--- config.mk ---
export PLATFORM = sky130hd
export DESIGN_NAME = first_fit_zone_allocator_flat
export DESIGN_NICKNAME = d
export VERILOG_FILES = /design/src/ffza_pkg.sv /design/src/ffza_req_if.sv /design/src/ffza_rsp_if.sv /design/src/first_fit_zone_allocator.sv /design/src/ffza_ram.sv /design/src/flat_wrapper.sv
export SDC_FILE = /design/constraint.sdc
export NUM_CORES = 2
export LEC_CHECK = 0
export BUFFER_PORTS_ARGS = -buffer_cell sky130_fd_sc_hd__buf_2
export CORE_MARGIN = 3
export CORE_UTILIZATION = 57
export CTS_BUF_LIST = sky130_fd_sc_hd__clkbuf_16
export DETAILED_ROUTE_END_ITERATION = 8
export PLACE_DENSITY_LB_ADDON = 0.05
export SETUP_SLACK_MARGIN = 0.5
export SYNTH_ARGS = -nofsm -noshare
export SYNTH_HDL_FRONTEND = slang
export SYNTH_SLANG_ARGS = --single-unit
--- constraint.sdc ---
create_clock -name clk -period 7 [get_ports clk]
set_input_delay 0.7 -clock clk [delete_from_list [all_inputs] [get_ports clk]]
set_output_delay 0.7 -clock clk [all_outputs]
set_load 0.02 [all_outputs]
--- src/ffza_pkg.sv ---
// Package: shared constants, register codes and state type of the zone allocator.
package ffza_pkg;

  // Storage dimensions
  localparam int MAX_ZONES    = 64;
  localparam int POINTER_BITS = 17;

  // Field widths of the channels and registers
  localparam int MODE_BITS      = 1;
  localparam int ZSEL_BITS      = 6;
  localparam int AMOUNT_BITS    = 17;
  localparam int TAG_BITS       = 6;
  localparam int ADDR_BITS      = 22;
  localparam int CAP_BITS       = 17;
  localparam int ZONES_BITS     = 7;
  localparam int CFG_DATA_BITS  = 17;
  localparam int CFG_INDEX_BITS = 1;

  // Derived widths
  localparam int ZONE_BITS = (MAX_ZONES > 1) ? $clog2(MAX_ZONES) : 1;
  localparam int CNT_BITS  = $clog2(MAX_ZONES + 1);
  localparam int CMP_BITS  = ((POINTER_BITS > CAP_BITS) ? POINTER_BITS : CAP_BITS) + 1;
  localparam int PROD_BITS = ZONE_BITS + CMP_BITS + 1;
  localparam int SUM_BITS  = (PROD_BITS > ADDR_BITS) ? PROD_BITS : ADDR_BITS;

  // Capacity ceiling and reset values
  localparam logic [CAP_BITS-1:0]   CAP_LIMIT   = CAP_BITS'(65536);
  localparam logic [CAP_BITS-1:0]   CAP_RESET   = CAP_BITS'(65536);
  localparam logic [ZONES_BITS-1:0] ZONES_RESET = ZONES_BITS'(64);

  // Register indexes of the configuration port
  localparam logic [CFG_INDEX_BITS-1:0] REG_ZONE_CAPACITY = 1'b0;
  localparam logic [CFG_INDEX_BITS-1:0] REG_ZONES_IN_USE  = 1'b1;

  // Request modes
  localparam logic [MODE_BITS-1:0] MODE_LOAD  = 1'b0;
  localparam logic [MODE_BITS-1:0] MODE_ALLOC = 1'b1;

  // Sequencer states
  typedef enum logic [1:0] {
    ST_IDLE,
    ST_SCAN,
    ST_DONE
  } state_t;

endpackage

--- src/ffza_req_if.sv ---
// Interface: request channel (load or allocate items) with valid/ready handshake.
interface ffza_req_if;
  import ffza_pkg::*;

  logic                   valid;
  logic                   ready;
  logic [MODE_BITS-1:0]   mode;
  logic [ZSEL_BITS-1:0]   zone_select;
  logic [AMOUNT_BITS-1:0] amount;
  logic [TAG_BITS-1:0]    request_tag;

  modport source (output valid, mode, zone_select, amount, request_tag, input ready);
  modport sink   (input valid, mode, zone_select, amount, request_tag, output ready);
endinterface

--- src/ffza_rsp_if.sv ---
// Interface: result channel (found flag, block address, tag) with valid/ready handshake.
interface ffza_rsp_if;
  import ffza_pkg::*;

  logic                 valid;
  logic                 ready;
  logic                 found;
  logic [ADDR_BITS-1:0] block_address;
  logic [TAG_BITS-1:0]  tag;

  modport source (output valid, found, block_address, tag, input ready);
  modport sink   (input valid, found, block_address, tag, output ready);
endinterface

--- src/first_fit_zone_allocator.sv ---
// Top level: first-fit zone allocator over a RAM of per-zone write pointers.
//
//   channel  role    handshake      payload
//   req      sink    valid/ready    mode, zone_select, amount, request_tag
//   rsp      source  valid/ready    found, block_address, tag
//   cfg      sink    cfg_we only    cfg_index, cfg_data
//
// A load writes the pointer at the transfer; its result is registered when the
// output register is free. An allocate reads one zone pointer per cycle from
// the pointer RAM until a zone fits or the zones in use end. Reset sets the
// control registers and clears a valid bit per zone; an unwritten zone reads
// as pointer zero, so no clearing pass is needed. The result register lets the
// next request transfer while a result is stalled on rsp.ready.
module first_fit_zone_allocator (
  input  logic                              clk,
  input  logic                              rst,
  ffza_req_if.sink                          req,
  ffza_rsp_if.source                        rsp,
  input  logic                              cfg_we,
  input  logic [ffza_pkg::CFG_INDEX_BITS-1:0] cfg_index,
  input  logic [ffza_pkg::CFG_DATA_BITS-1:0]  cfg_data
);
  import ffza_pkg::*;

  // Configuration registers
  logic [CAP_BITS-1:0]   zone_capacity;
  logic [ZONES_BITS-1:0] zones_in_use;

  // Sequencer and request context
  state_t                 state, state_next;
  logic [CNT_BITS-1:0]    scan_zone;
  logic [CNT_BITS-1:0]    scan_limit;
  logic [AMOUNT_BITS-1:0] req_amount;
  logic [TAG_BITS-1:0]    req_tag;
  logic                   req_alloc;
  logic                   res_found;
  logic [ZONE_BITS-1:0]   res_zone;
  logic [POINTER_BITS-1:0] res_ptr;
  logic [MAX_ZONES-1:0]   zone_valid;

  // Output register
  logic                 out_valid;
  logic                 out_found;
  logic [ADDR_BITS-1:0] out_address;
  logic [TAG_BITS-1:0]  out_tag;

  // RAM ports
  logic                    ram_we;
  logic [ZONE_BITS-1:0]    ram_waddr;
  logic [POINTER_BITS-1:0] ram_wdata;
  logic [ZONE_BITS-1:0]    ram_raddr;
  logic [POINTER_BITS-1:0] ram_rdata;

  // Datapath signals
  logic [CMP_BITS-1:0]  cap_ext;
  logic [CMP_BITS-1:0]  load_ext;
  logic [CMP_BITS-1:0]  load_sat;
  logic [CMP_BITS-1:0]  need_ext;
  logic [CMP_BITS-1:0]  wp_ext;
  logic [CMP_BITS-1:0]  free_ext;
  logic [CMP_BITS-1:0]  advanced;
  logic                 zone_fits;
  logic                 scan_last;
  logic [CNT_BITS-1:0]  limit_calc;
  logic                 req_xfer;
  logic                 req_is_alloc;
  logic                 load_in_range;
  logic                 out_load;
  logic [SUM_BITS-1:0]  addr_sum;

  ffza_ram #(
    .WIDTH (POINTER_BITS),
    .DEPTH (MAX_ZONES)
  ) u_ptr_ram (
    .clk   (clk),
    .we    (ram_we),
    .waddr (ram_waddr),
    .wdata (ram_wdata),
    .raddr (ram_raddr),
    .rdata (ram_rdata)
  );

  // Capacity clamp, load saturation and search limit
  always_comb begin
    if (zone_capacity > CAP_LIMIT) begin
      cap_ext = CMP_BITS'(CAP_LIMIT);
    end else begin
      cap_ext = CMP_BITS'(zone_capacity);
    end
    load_ext = CMP_BITS'(req.amount);
    load_sat = (load_ext > cap_ext) ? cap_ext : load_ext;
    if (int'(zones_in_use) > MAX_ZONES) begin
      limit_calc = CNT_BITS'(MAX_ZONES);
    end else begin
      limit_calc = CNT_BITS'(zones_in_use);
    end
    load_in_range = int'(req.zone_select) < MAX_ZONES;
    req_is_alloc  = (req.mode == MODE_ALLOC);
  end

  // Fit test on the pointer returned by the RAM
  always_comb begin
    wp_ext    = zone_valid[scan_zone[ZONE_BITS-1:0]] ? CMP_BITS'(ram_rdata) : '0;
    need_ext  = CMP_BITS'(req_amount);
    free_ext  = cap_ext - wp_ext;
    zone_fits = (wp_ext <= cap_ext) && (free_ext >= need_ext);
    advanced  = wp_ext + need_ext;
    scan_last = (scan_zone + 1'b1) == scan_limit;
  end

  // Next state
  always_comb begin
    state_next = state;
    case (state)
      ST_IDLE: begin
        if (req.valid) begin
          if (req_is_alloc && (limit_calc != '0)) begin
            state_next = ST_SCAN;
          end else begin
            state_next = ST_DONE;
          end
        end
      end
      ST_SCAN: begin
        if (zone_fits || scan_last) begin
          state_next = ST_DONE;
        end
      end
      ST_DONE: begin
        if (!out_valid || rsp.ready) begin
          state_next = ST_IDLE;
        end
      end
      default: state_next = ST_IDLE;
    endcase
  end

  // Outputs of the sequencer
  always_comb begin
    req.ready = 1'b0;
    ram_we    = 1'b0;
    ram_waddr = ZONE_BITS'(req.zone_select);
    ram_wdata = load_sat[POINTER_BITS-1:0];
    ram_raddr = '0;
    out_load  = 1'b0;
    case (state)
      ST_IDLE: begin
        req.ready = 1'b1;
        ram_we    = req.valid && !req_is_alloc && load_in_range;
      end
      ST_SCAN: begin
        ram_raddr = ZONE_BITS'(scan_zone + 1'b1);
        ram_we    = zone_fits;
        ram_waddr = scan_zone[ZONE_BITS-1:0];
        ram_wdata = advanced[POINTER_BITS-1:0];
      end
      ST_DONE: begin
        out_load = !out_valid || rsp.ready;
      end
      default: begin
        req.ready = 1'b0;
      end
    endcase
  end

  assign req_xfer = req.valid && req.ready;

  // State and valid bits
  always_ff @(posedge clk) begin
    if (rst) begin
      state      <= ST_IDLE;
      zone_valid <= '0;
    end else begin
      state <= state_next;
      if (ram_we) begin
        zone_valid[ram_waddr] <= 1'b1;
      end
    end
  end

  // Configuration writes
  always_ff @(posedge clk) begin
    if (rst) begin
      zone_capacity <= CAP_RESET;
      zones_in_use  <= ZONES_RESET;
    end else if (cfg_we) begin
      case (cfg_index)
        REG_ZONE_CAPACITY: zone_capacity <= cfg_data[CAP_BITS-1:0];
        REG_ZONES_IN_USE:  zones_in_use  <= cfg_data[ZONES_BITS-1:0];
        default:           zone_capacity <= zone_capacity;
      endcase
    end
  end

  // Request context and scan progress
  always_ff @(posedge clk) begin
    if (req_xfer) begin
      req_amount <= req.amount;
      req_tag    <= req.request_tag;
      req_alloc  <= req_is_alloc;
      scan_zone  <= '0;
      scan_limit <= limit_calc;
      res_found  <= !req_is_alloc;
      res_zone   <= '0;
      res_ptr    <= '0;
    end else if (state == ST_SCAN) begin
      if (zone_fits) begin
        res_found <= 1'b1;
        res_zone  <= scan_zone[ZONE_BITS-1:0];
        res_ptr   <= wp_ext[POINTER_BITS-1:0];
      end else begin
        scan_zone <= scan_zone + 1'b1;
      end
    end
  end

  // Block address of the hit zone
  assign addr_sum = SUM_BITS'(res_zone) * SUM_BITS'(cap_ext) + SUM_BITS'(res_ptr);

  // Output register: hold until transfer, load when free
  always_ff @(posedge clk) begin
    if (rst) begin
      out_valid <= 1'b0;
    end else if (out_load) begin
      out_valid <= 1'b1;
    end else if (rsp.ready) begin
      out_valid <= 1'b0;
    end
  end

  always_ff @(posedge clk) begin
    if (out_load) begin
      out_found   <= res_found;
      out_tag     <= req_tag;
      out_address <= (res_found && req_alloc) ? addr_sum[ADDR_BITS-1:0] : '0;
    end
  end

  assign rsp.valid         = out_valid;
  assign rsp.found         = out_found;
  assign rsp.block_address = out_address;
  assign rsp.tag           = out_tag;

endmodule

--- src/ffza_ram.sv ---
// Generic single-port-write, single-port-read RAM with registered read data.
module ffza_ram #(
  parameter int WIDTH = 8,
  parameter int DEPTH = 16
) (
  input  logic                                        clk,
  input  logic                                        we,
  input  logic [((DEPTH > 1) ? $clog2(DEPTH) : 1)-1:0] waddr,
  input  logic [WIDTH-1:0]                            wdata,
  input  logic [((DEPTH > 1) ? $clog2(DEPTH) : 1)-1:0] raddr,
  output logic [WIDTH-1:0]                            rdata
);
  logic [WIDTH-1:0] mem [DEPTH];

  // Write port
  always_ff @(posedge clk) begin
    if (we) begin
      mem[waddr] <= wdata;
    end
  end

  // Registered read port
  always_ff @(posedge clk) begin
    rdata <= mem[raddr];
  end
endmodule
--- src/flat_wrapper.sv ---
// flat-port wrapper written by rule: the top's interface ports become plain ports
module first_fit_zone_allocator_flat import ffza_pkg::*;
  (clk, rst, cfg_we, cfg_index, cfg_data, req_valid, req_mode, req_zone_select, req_amount, req_request_tag, req_ready, rsp_valid, rsp_found, rsp_block_address, rsp_tag, rsp_ready);
  ffza_req_if req_i ();
  ffza_rsp_if rsp_i ();
  input  logic clk;
  input  logic rst;
  input  logic cfg_we;
  input  logic [ffza_pkg::CFG_INDEX_BITS-1:0] cfg_index;
  input  logic [ffza_pkg::CFG_DATA_BITS-1:0] cfg_data;
  input wire logic [$bits(req_i.valid)-1:0] req_valid;
  input wire logic [$bits(req_i.mode)-1:0] req_mode;
  input wire logic [$bits(req_i.zone_select)-1:0] req_zone_select;
  input wire logic [$bits(req_i.amount)-1:0] req_amount;
  input wire logic [$bits(req_i.request_tag)-1:0] req_request_tag;
  output wire logic [$bits(req_i.ready)-1:0] req_ready;
  output wire logic [$bits(rsp_i.valid)-1:0] rsp_valid;
  output wire logic [$bits(rsp_i.found)-1:0] rsp_found;
  output wire logic [$bits(rsp_i.block_address)-1:0] rsp_block_address;
  output wire logic [$bits(rsp_i.tag)-1:0] rsp_tag;
  input wire logic [$bits(rsp_i.ready)-1:0] rsp_ready;
  assign req_i.valid = req_valid;
  assign req_i.mode = req_mode;
  assign req_i.zone_select = req_zone_select;
  assign req_i.amount = req_amount;
  assign req_i.request_tag = req_request_tag;
  assign req_ready = req_i.ready;
  assign rsp_valid = rsp_i.valid;
  assign rsp_found = rsp_i.found;
  assign rsp_block_address = rsp_i.block_address;
  assign rsp_tag = rsp_i.tag;
  assign rsp_i.ready = rsp_ready;
  first_fit_zone_allocator u_core (.clk(clk), .rst(rst), .req(req_i), .rsp(rsp_i), .cfg_we(cfg_we), .cfg_index(cfg_index), .cfg_data(cfg_data));
endmodule
# Yosys cells after proc, flatten, opt, wreduce, memory -nomap -nowiden
# Memories as Yosys holds them, arrays and structs flattened. A register that Yosys moved wholly into a read port is not among the register bits.
# Cells that the tools add are included.
# word_totals
output_inout_bits	31
reg_bits	182
mem_count	1
ram_bits	1088
# op_classes
mux	26
multipliers	1
bitwise_logic	3
addsub	4
eq_ne	6
reduce_logical	21
order_cmp	8
# mem_list
name	words	width	rd	rd_clocked_by_memory_dff	wr	line	rtl
u_core.u_ptr_ram.mem	64	17	1	1	1	ffza_ram.sv:13	logic [WIDTH-1:0] mem [DEPTH];
# op_table
operator	n
two-way mux 17 bit	4
OR 64 bit	1
adder 22 x 17 -> 22 bit	1
multiplier 6 x 18 -> 22 bit	1
>= comparator 18 x 17 -> 1 bit	1
less-or-equal comparator 18 bit	1
subtractor 18 bit	1
adder 17 bit	1
greater-than comparator 17 bit	1
greater-than comparator 17 bit (second input constant)	1
< comparator 6 x 7 -> 1 bit (second input constant)	2
two-way mux 6 bit	2
two-way mux 1 bit	11
AND reduction 2 bit	5
two-way mux 2 bit	4
adder 7 x 1 -> 7 bit (second input constant)	1
== test 7 bit	1
greater-than comparator 7 bit (second input constant)	1
two-way mux 7 bit	1
nonzero test 7 bit	1
binary-select mux 1 bit (select 6 bit)	1
demux 1 bit (select 6 bit)	1
>= comparator 6 x 1 -> 1 bit (second input constant)	1
logical AND 1 bit	6
other kinds (12)	18

# Depth between registers and ports, before layout
# depth
ltp_word	9
depth_mapped	32
ltp_nobuf	26

# Modules after synthesis
# A second synthesis with hierarchy kept.
# hier_totals
hier_cells	3596
hier_area_um2	56457.9
# by_module_without_submodules
module	n_inst	area_each_um2	cells_each
ffza_ram	1	42344.4	1953
first_fit_zone_allocator	1	14113.5	1643

# Least setup slack after synthesis
# Ideal clock, no wire load.
# synth_path
path_kind	register -> register
start	register u_core.scan_zone[1]
end	memory u_core.u_ptr_ram.mem[33][0] in the netlist's numbering (enable)
path_buffers	5
slack_ps	-86
stages_incl_launch_ff	32
arrival_time_ps	6673
period_less_slack_ps	7086
t_required_ps	6587
path_cell_list	dfxtp_1 buf_2 buf_4 buf_2 mux2i_1 nand3_1 nand3_1 nand3b_1 mux2_2 clkbuf_1 nand2_1 inv_1 ha_1 fa_1 nor2b_1 o31a_1 nor2_1 o21ai_1 o21bai_2 o21bai_1 a21oi_1 xnor2_1 ha_1 nand4_1 a31oi_1 o2111ai_1 a31o_2 and2_1 nor3_4 a31oi_4 buf_2 nor3_1
# synth_via
elab_chain_cells	9
elab_cells_between_ends	11
cone_classes	add/sub (1); order compare (2); mux (7); reduce/logical (1)
# synth_rtl
item	line	rtl
start: declaration	first_fit_zone_allocator.sv:31	logic [CNT_BITS-1:0] scan_zone;
start signal: assignment	first_fit_zone_allocator.sv:212	scan_zone <= scan_zone + 1'b1;
binary-select mux 1 bit (select 6 bit) (*)	first_fit_zone_allocator.sv:103	wp_ext = zone_valid[scan_zone[ZONE_BITS-1:0]] ? CMP_BITS'(ram_rdata) : '0;
two-way mux 1 bit (not written as such) (*)	first_fit_zone_allocator.sv:103	
two-way mux 17 bit (*)	first_fit_zone_allocator.sv:103	
net u_core.wp_ext[0]	first_fit_zone_allocator.sv:59	logic [CMP_BITS-1:0] wp_ext;
subtractor 18 bit	first_fit_zone_allocator.sv:105	free_ext = cap_ext - wp_ext;
>= comparator 18 x 17 -> 1 bit	first_fit_zone_allocator.sv:106	zone_fits = (wp_ext <= cap_ext) && (free_ext >= need_ext);
logical AND 1 bit (*)	first_fit_zone_allocator.sv:106	
case mux 1 bit (2 select lines) (*)	first_fit_zone_allocator.sv:146	case (state)
two-way mux 1 bit (*)	ffza_ram.sv:17	if (we) begin
two-way mux 1 bit (not written as such) (*)	ffza_ram.sv:18	mem[waddr] <= wdata;
end: declaration	ffza_ram.sv:13	
# Mark *: on every way through the listed nets, which the timed path passes. The rest lies on a longest branch. The select of a mux whose other input is x is not followed.

# Worst setup path after layout
# layout_path
start	register u_core.scan_zone[1]
end	memory u_core.u_ptr_ram.mem[20][9] in the netlist's numbering (enable)
# Same word-level chain as after synthesis.

==> run summary <==
==================================================================================
Run status                                                               completed
Post-detailed-route count of antenna-violating nets                              0
Overall die area                                                      107000 sq um
Clock Skew                                                               0.0281 ns
Starting density of the core                                                 57.6%
Pin slew with the least headroom to its limit                              1.13 ns
Post-Place Setup Slack                                                   -0.166 ns
Total I/O pin count                                                             84
Highest ir drop seen on vdd                                                 473 uV
Arrival time of data at the critical path endpoint                         7.08 ns
Slowest-stage cell, CP                                                sky130_fd_sc_hd__mux4_2
Routed length per placed instance                                          28.6 um
Area of the core region                                               102000 sq um
Number of clock sinks                                                         1287
Mean cell area of the mapped netlist                                    12.9 sq um
Crit-path most repeated cell                                          sky130_fd_sc_hd__buf_12
Number of synthesized flops with an enable pin                                1149
Required time at the worst-slack endpoint                                  7.50 ns
Fin nets                                                                      5014
Top cell type by total area after synthesis                           sky130_fd_sc_hd__edfxtp_1
Total global routing overflow                                                    0
Final worst-path setup slack                                              0.419 ns
CTS tree                                                                       yes
Distinct cell type count after synthesis                                        75
Worst Hold Slack                                                          0.128 ns
Sort of element at the end of the critical path                          flip-flop
Static Leak                                                                24.6 nW
Die H                                                                       327 um
Total count of hold-check failures in the final report                           0
Share of post-route cells with drive strength above 1                        16.8%
Tmin final                                                                 6.58 ns
Yosys warning count                                                              0
Power density over the cells                                           305 nW/um^2
Number of placement rows                                                       117
Part of the cycle the worst path needs                                       94.0%
Number of non-filler instances in the completed layout                        6252
Final standard cell utilization of the core                                  67.6%
Detail-routed via count per cell                                              6.46
Starting DRT DRC Count                                                        5609
Cell types with the largest area share after synthesis                sky130_fd_sc_hd__edfxtp_1 (59%), sky130_fd_sc_hd__dfxtp_1 (4.7%), sky130_fd_sc_hd__nand2_1 (3.9%)
Path category of the worst min-delay check                            primary input to flip-flop
Signed area change from the synthesized netlist to the final layout          17.3%
Pin count of the biggest net entering global routing                           166
Number of antenna violations at the first check in global routing                6
Buffers added on ports                                                          83
Asr flop ratio synth                                                            0%
Slew margin rel.                                                             24.8%
Clock tree root buffer cell                                           sky130_fd_sc_hd__clkbuf_16
H-tree lvl count                                                                 4
Detailed-route wire length                                                  179 mm
Category of the most critical setup path                              flip-flop to flip-flop
DRC Markers                                                                      0
Startpoint kind of the worst setup timing path                           flip-flop
Main synth FF type                                                    sky130_fd_sc_hd__edfxtp_1
DR pass1 iterations                                                              7
Number of instances in the synthesized netlist                                4573
Seq/Total Area, Yosys                                                        63.4%
Final setup vio count                                                            0
FMAX                                                                     0.152 GHz
Cell total after placement                                                    5851
Cts bufs inserted                                                              135
Clock latency at the later pin of the worst-skew pair                      0.75 ns
Routability congestion estimate from global placement                        0.936
Share of Yosys cell area claimed by the top area cell type                   58.7%
Critical-path maximum fanout                                                     8
First-pass GRT wire length                                                  258 mm
Number of nets in the synthesized netlist                                     4809
Flops & latches, synth                                                        1287
Via count of the first global-routing pass                                   38.5k
Vias after detailed routing                                                  40.4k
Clock transition at the registers of the reported paths                    0.06 ns
Maximum buffer depth of the clock tree                                           3
Number of maximum-capacitance constraint violations                              0
Setup repair after global routing missed its margin                           true
Area of the mapped netlist                                             58800 sq um
Number of buffers added to fix hold violations after cts                         0
Die X-Extent                                                                327 um
Total count of max-transition violations in the final report                     0
All-layer global routing usage                                               33.1%
Slowest Stage Delay on Critical Path                                       0.52 ns
Antenna cells                                                                    0
# fillers                                                                     7280
HPWL after detailed placement                                               108 mm
==================================================================================
-- layout make-up --
type	instances	area, sq um	share of cell area, %
sequential	1287	37300	54.0
multi-input combinational	2773	20700	30.0
inverter	186	704	1.02
timing repair buffer	395	4270	6.19
tap	1368	1710	2.48
clock buffer	141	3530	5.12
clock inverter	102	759	1.10
-- timing repair --
item,4_1_cts,5_1_grt
gates resized for setup,34,92
gates cloned,6,20
endpoints found under the setup margin,1183,1186
pin swaps,67,51
buffers inserted,118,14
-- per-layer routing --
layer / GRT usage (%) / vias up / wire length [um]
li1: - / 17635 / -
met1: 45.9 / 20023 / 70000
met2: 50.7 / 2309 / 81500
met3: 7.52 / 397 / 19100
met4: 13.9 / 4 / 8000
met5: 0 / - / 30
-- critical path, delay by kind of cell, from the launching register on --
kind | cells | cell delay [ns]
AOI/OAI and AO/OA | 11 | 2.39
buffers and inverters | 9 | 1.13
muxes | 3 | 1.10
and+or+nand+nor | 6 | 0.80
DFF | 1 | 0.41
adders and majority gates | 2 | 0.39
xor gates and xnor gates | 1 | 0.10
-- synthesized netlist by cell type, types with 119 or more instances --
library cell and instances:
sky130_fd_sc_hd__a211oi_1 153, sky130_fd_sc_hd__dfxtp_1 138, sky130_fd_sc_hd__nand2_1 616, sky130_fd_sc_hd__clkbuf_1 176, sky130_fd_sc_hd__buf_2 119, sky130_fd_sc_hd__a21oi_1 163
sky130_fd_sc_hd__o21ai_0 146, sky130_fd_sc_hd__nor3_1 130, sky130_fd_sc_hd__mux2i_1 180, sky130_fd_sc_hd__nor2b_1 129, sky130_fd_sc_hd__inv_1 185, sky130_fd_sc_hd__edfxtp_1 1149
sky130_fd_sc_hd__nor2_1 170
-- through the flow --
step,TNS [ns],area [sq um],total power [mW]
5_1_grt,0,69000,21.7
3_5_place_dp,-98.83,62200,13.7
2_1_floorplan,0,59500,11.9
6_report,0,69000,21.0
3_3_place_gp,-7.25,62200,13.7
4_1_cts,0,68200,20.8
-- layout by cell type, fill, tap and decap left out, types with 75 or more instances in the layout --
cell type	count
sky130_fd_sc_hd__nand2_1	611
sky130_fd_sc_hd__nor2b_1	126
sky130_fd_sc_hd__a21oi_1	159
sky130_fd_sc_hd__dfxtp_1	136
sky130_fd_sc_hd__buf_12	85
sky130_fd_sc_hd__buf_4	171
sky130_fd_sc_hd__nand3_1	97
sky130_fd_sc_hd__inv_1	214
sky130_fd_sc_hd__ha_1	95
sky130_fd_sc_hd__mux2i_1	175
sky130_fd_sc_hd__fa_1	75
sky130_fd_sc_hd__o21ai_0	135
sky130_fd_sc_hd__nor2_1	164
sky130_fd_sc_hd__buf_2	84
sky130_fd_sc_hd__edfxtp_1	1149
sky130_fd_sc_hd__a311oi_1	114
sky130_fd_sc_hd__clkbuf_16	151
sky130_fd_sc_hd__a211oi_1	152
-- report_power, final --
part	internal (mW)	switching, mW	total [mW]
clock	4.01	2.99	7.00
combinational	1.61	3.45	5.06
sequential	8.89	0.0808	8.97
total	14.5	6.52	21.0
-- kinds of logic after synthesis --
group / synth area share, %
fa+ha+maj: 4.87
flops: 63.4
simple gates: 10.8
compound gates: 10.7
buf+inv: 3.61
mux: 5.77
xor+xnor: 0.824
-- registers in the layout (all words and copies together) (netlist names) --
register                  cells
u_core.res_zone               6
u_core.zones_in_use           7
u_core.rsp.block_address     22
u_core.res_found              1
u_core.rsp.found              1
u_core.req_alloc              1
u_core.scan_zone              7
u_core.res_ptr               17
u_core.zone_valid            64
u_core.state                  2
u_core.req_amount            17
u_core.scan_limit             7
u_core.rsp.tag                6
u_core.rsp.valid              1
u_core.zone_capacity         17
u_core.req_tag                6
u_core.u_ptr_ram.rdata       17
u_core.u_ptr_ram.mem       1088
-- final timing paths --
kind,endpoint,from,slack (ns),cells after the start
setup / recovery,u_core.u_ptr_ram.mem[20][9]$_DFFE_PP_,u_core.scan_zone[1]$_SDFFE_PP0P_,0.42,32
hold / removal,u_core.req_tag[5]$_DFFE_PP_,req_request_tag[5],0.13,1
setup reg to reg,u_core.u_ptr_ram.mem[20][9]$_DFFE_PP_,u_core.scan_zone[1]$_SDFFE_PP0P_,0.42,32
hold reg to reg,u_core.rsp.tag[1]$_DFFE_PP_,u_core.req_tag[1]$_DFFE_PP_,0.42,0
Note: power is estimated with default switching activity, not from simulation.
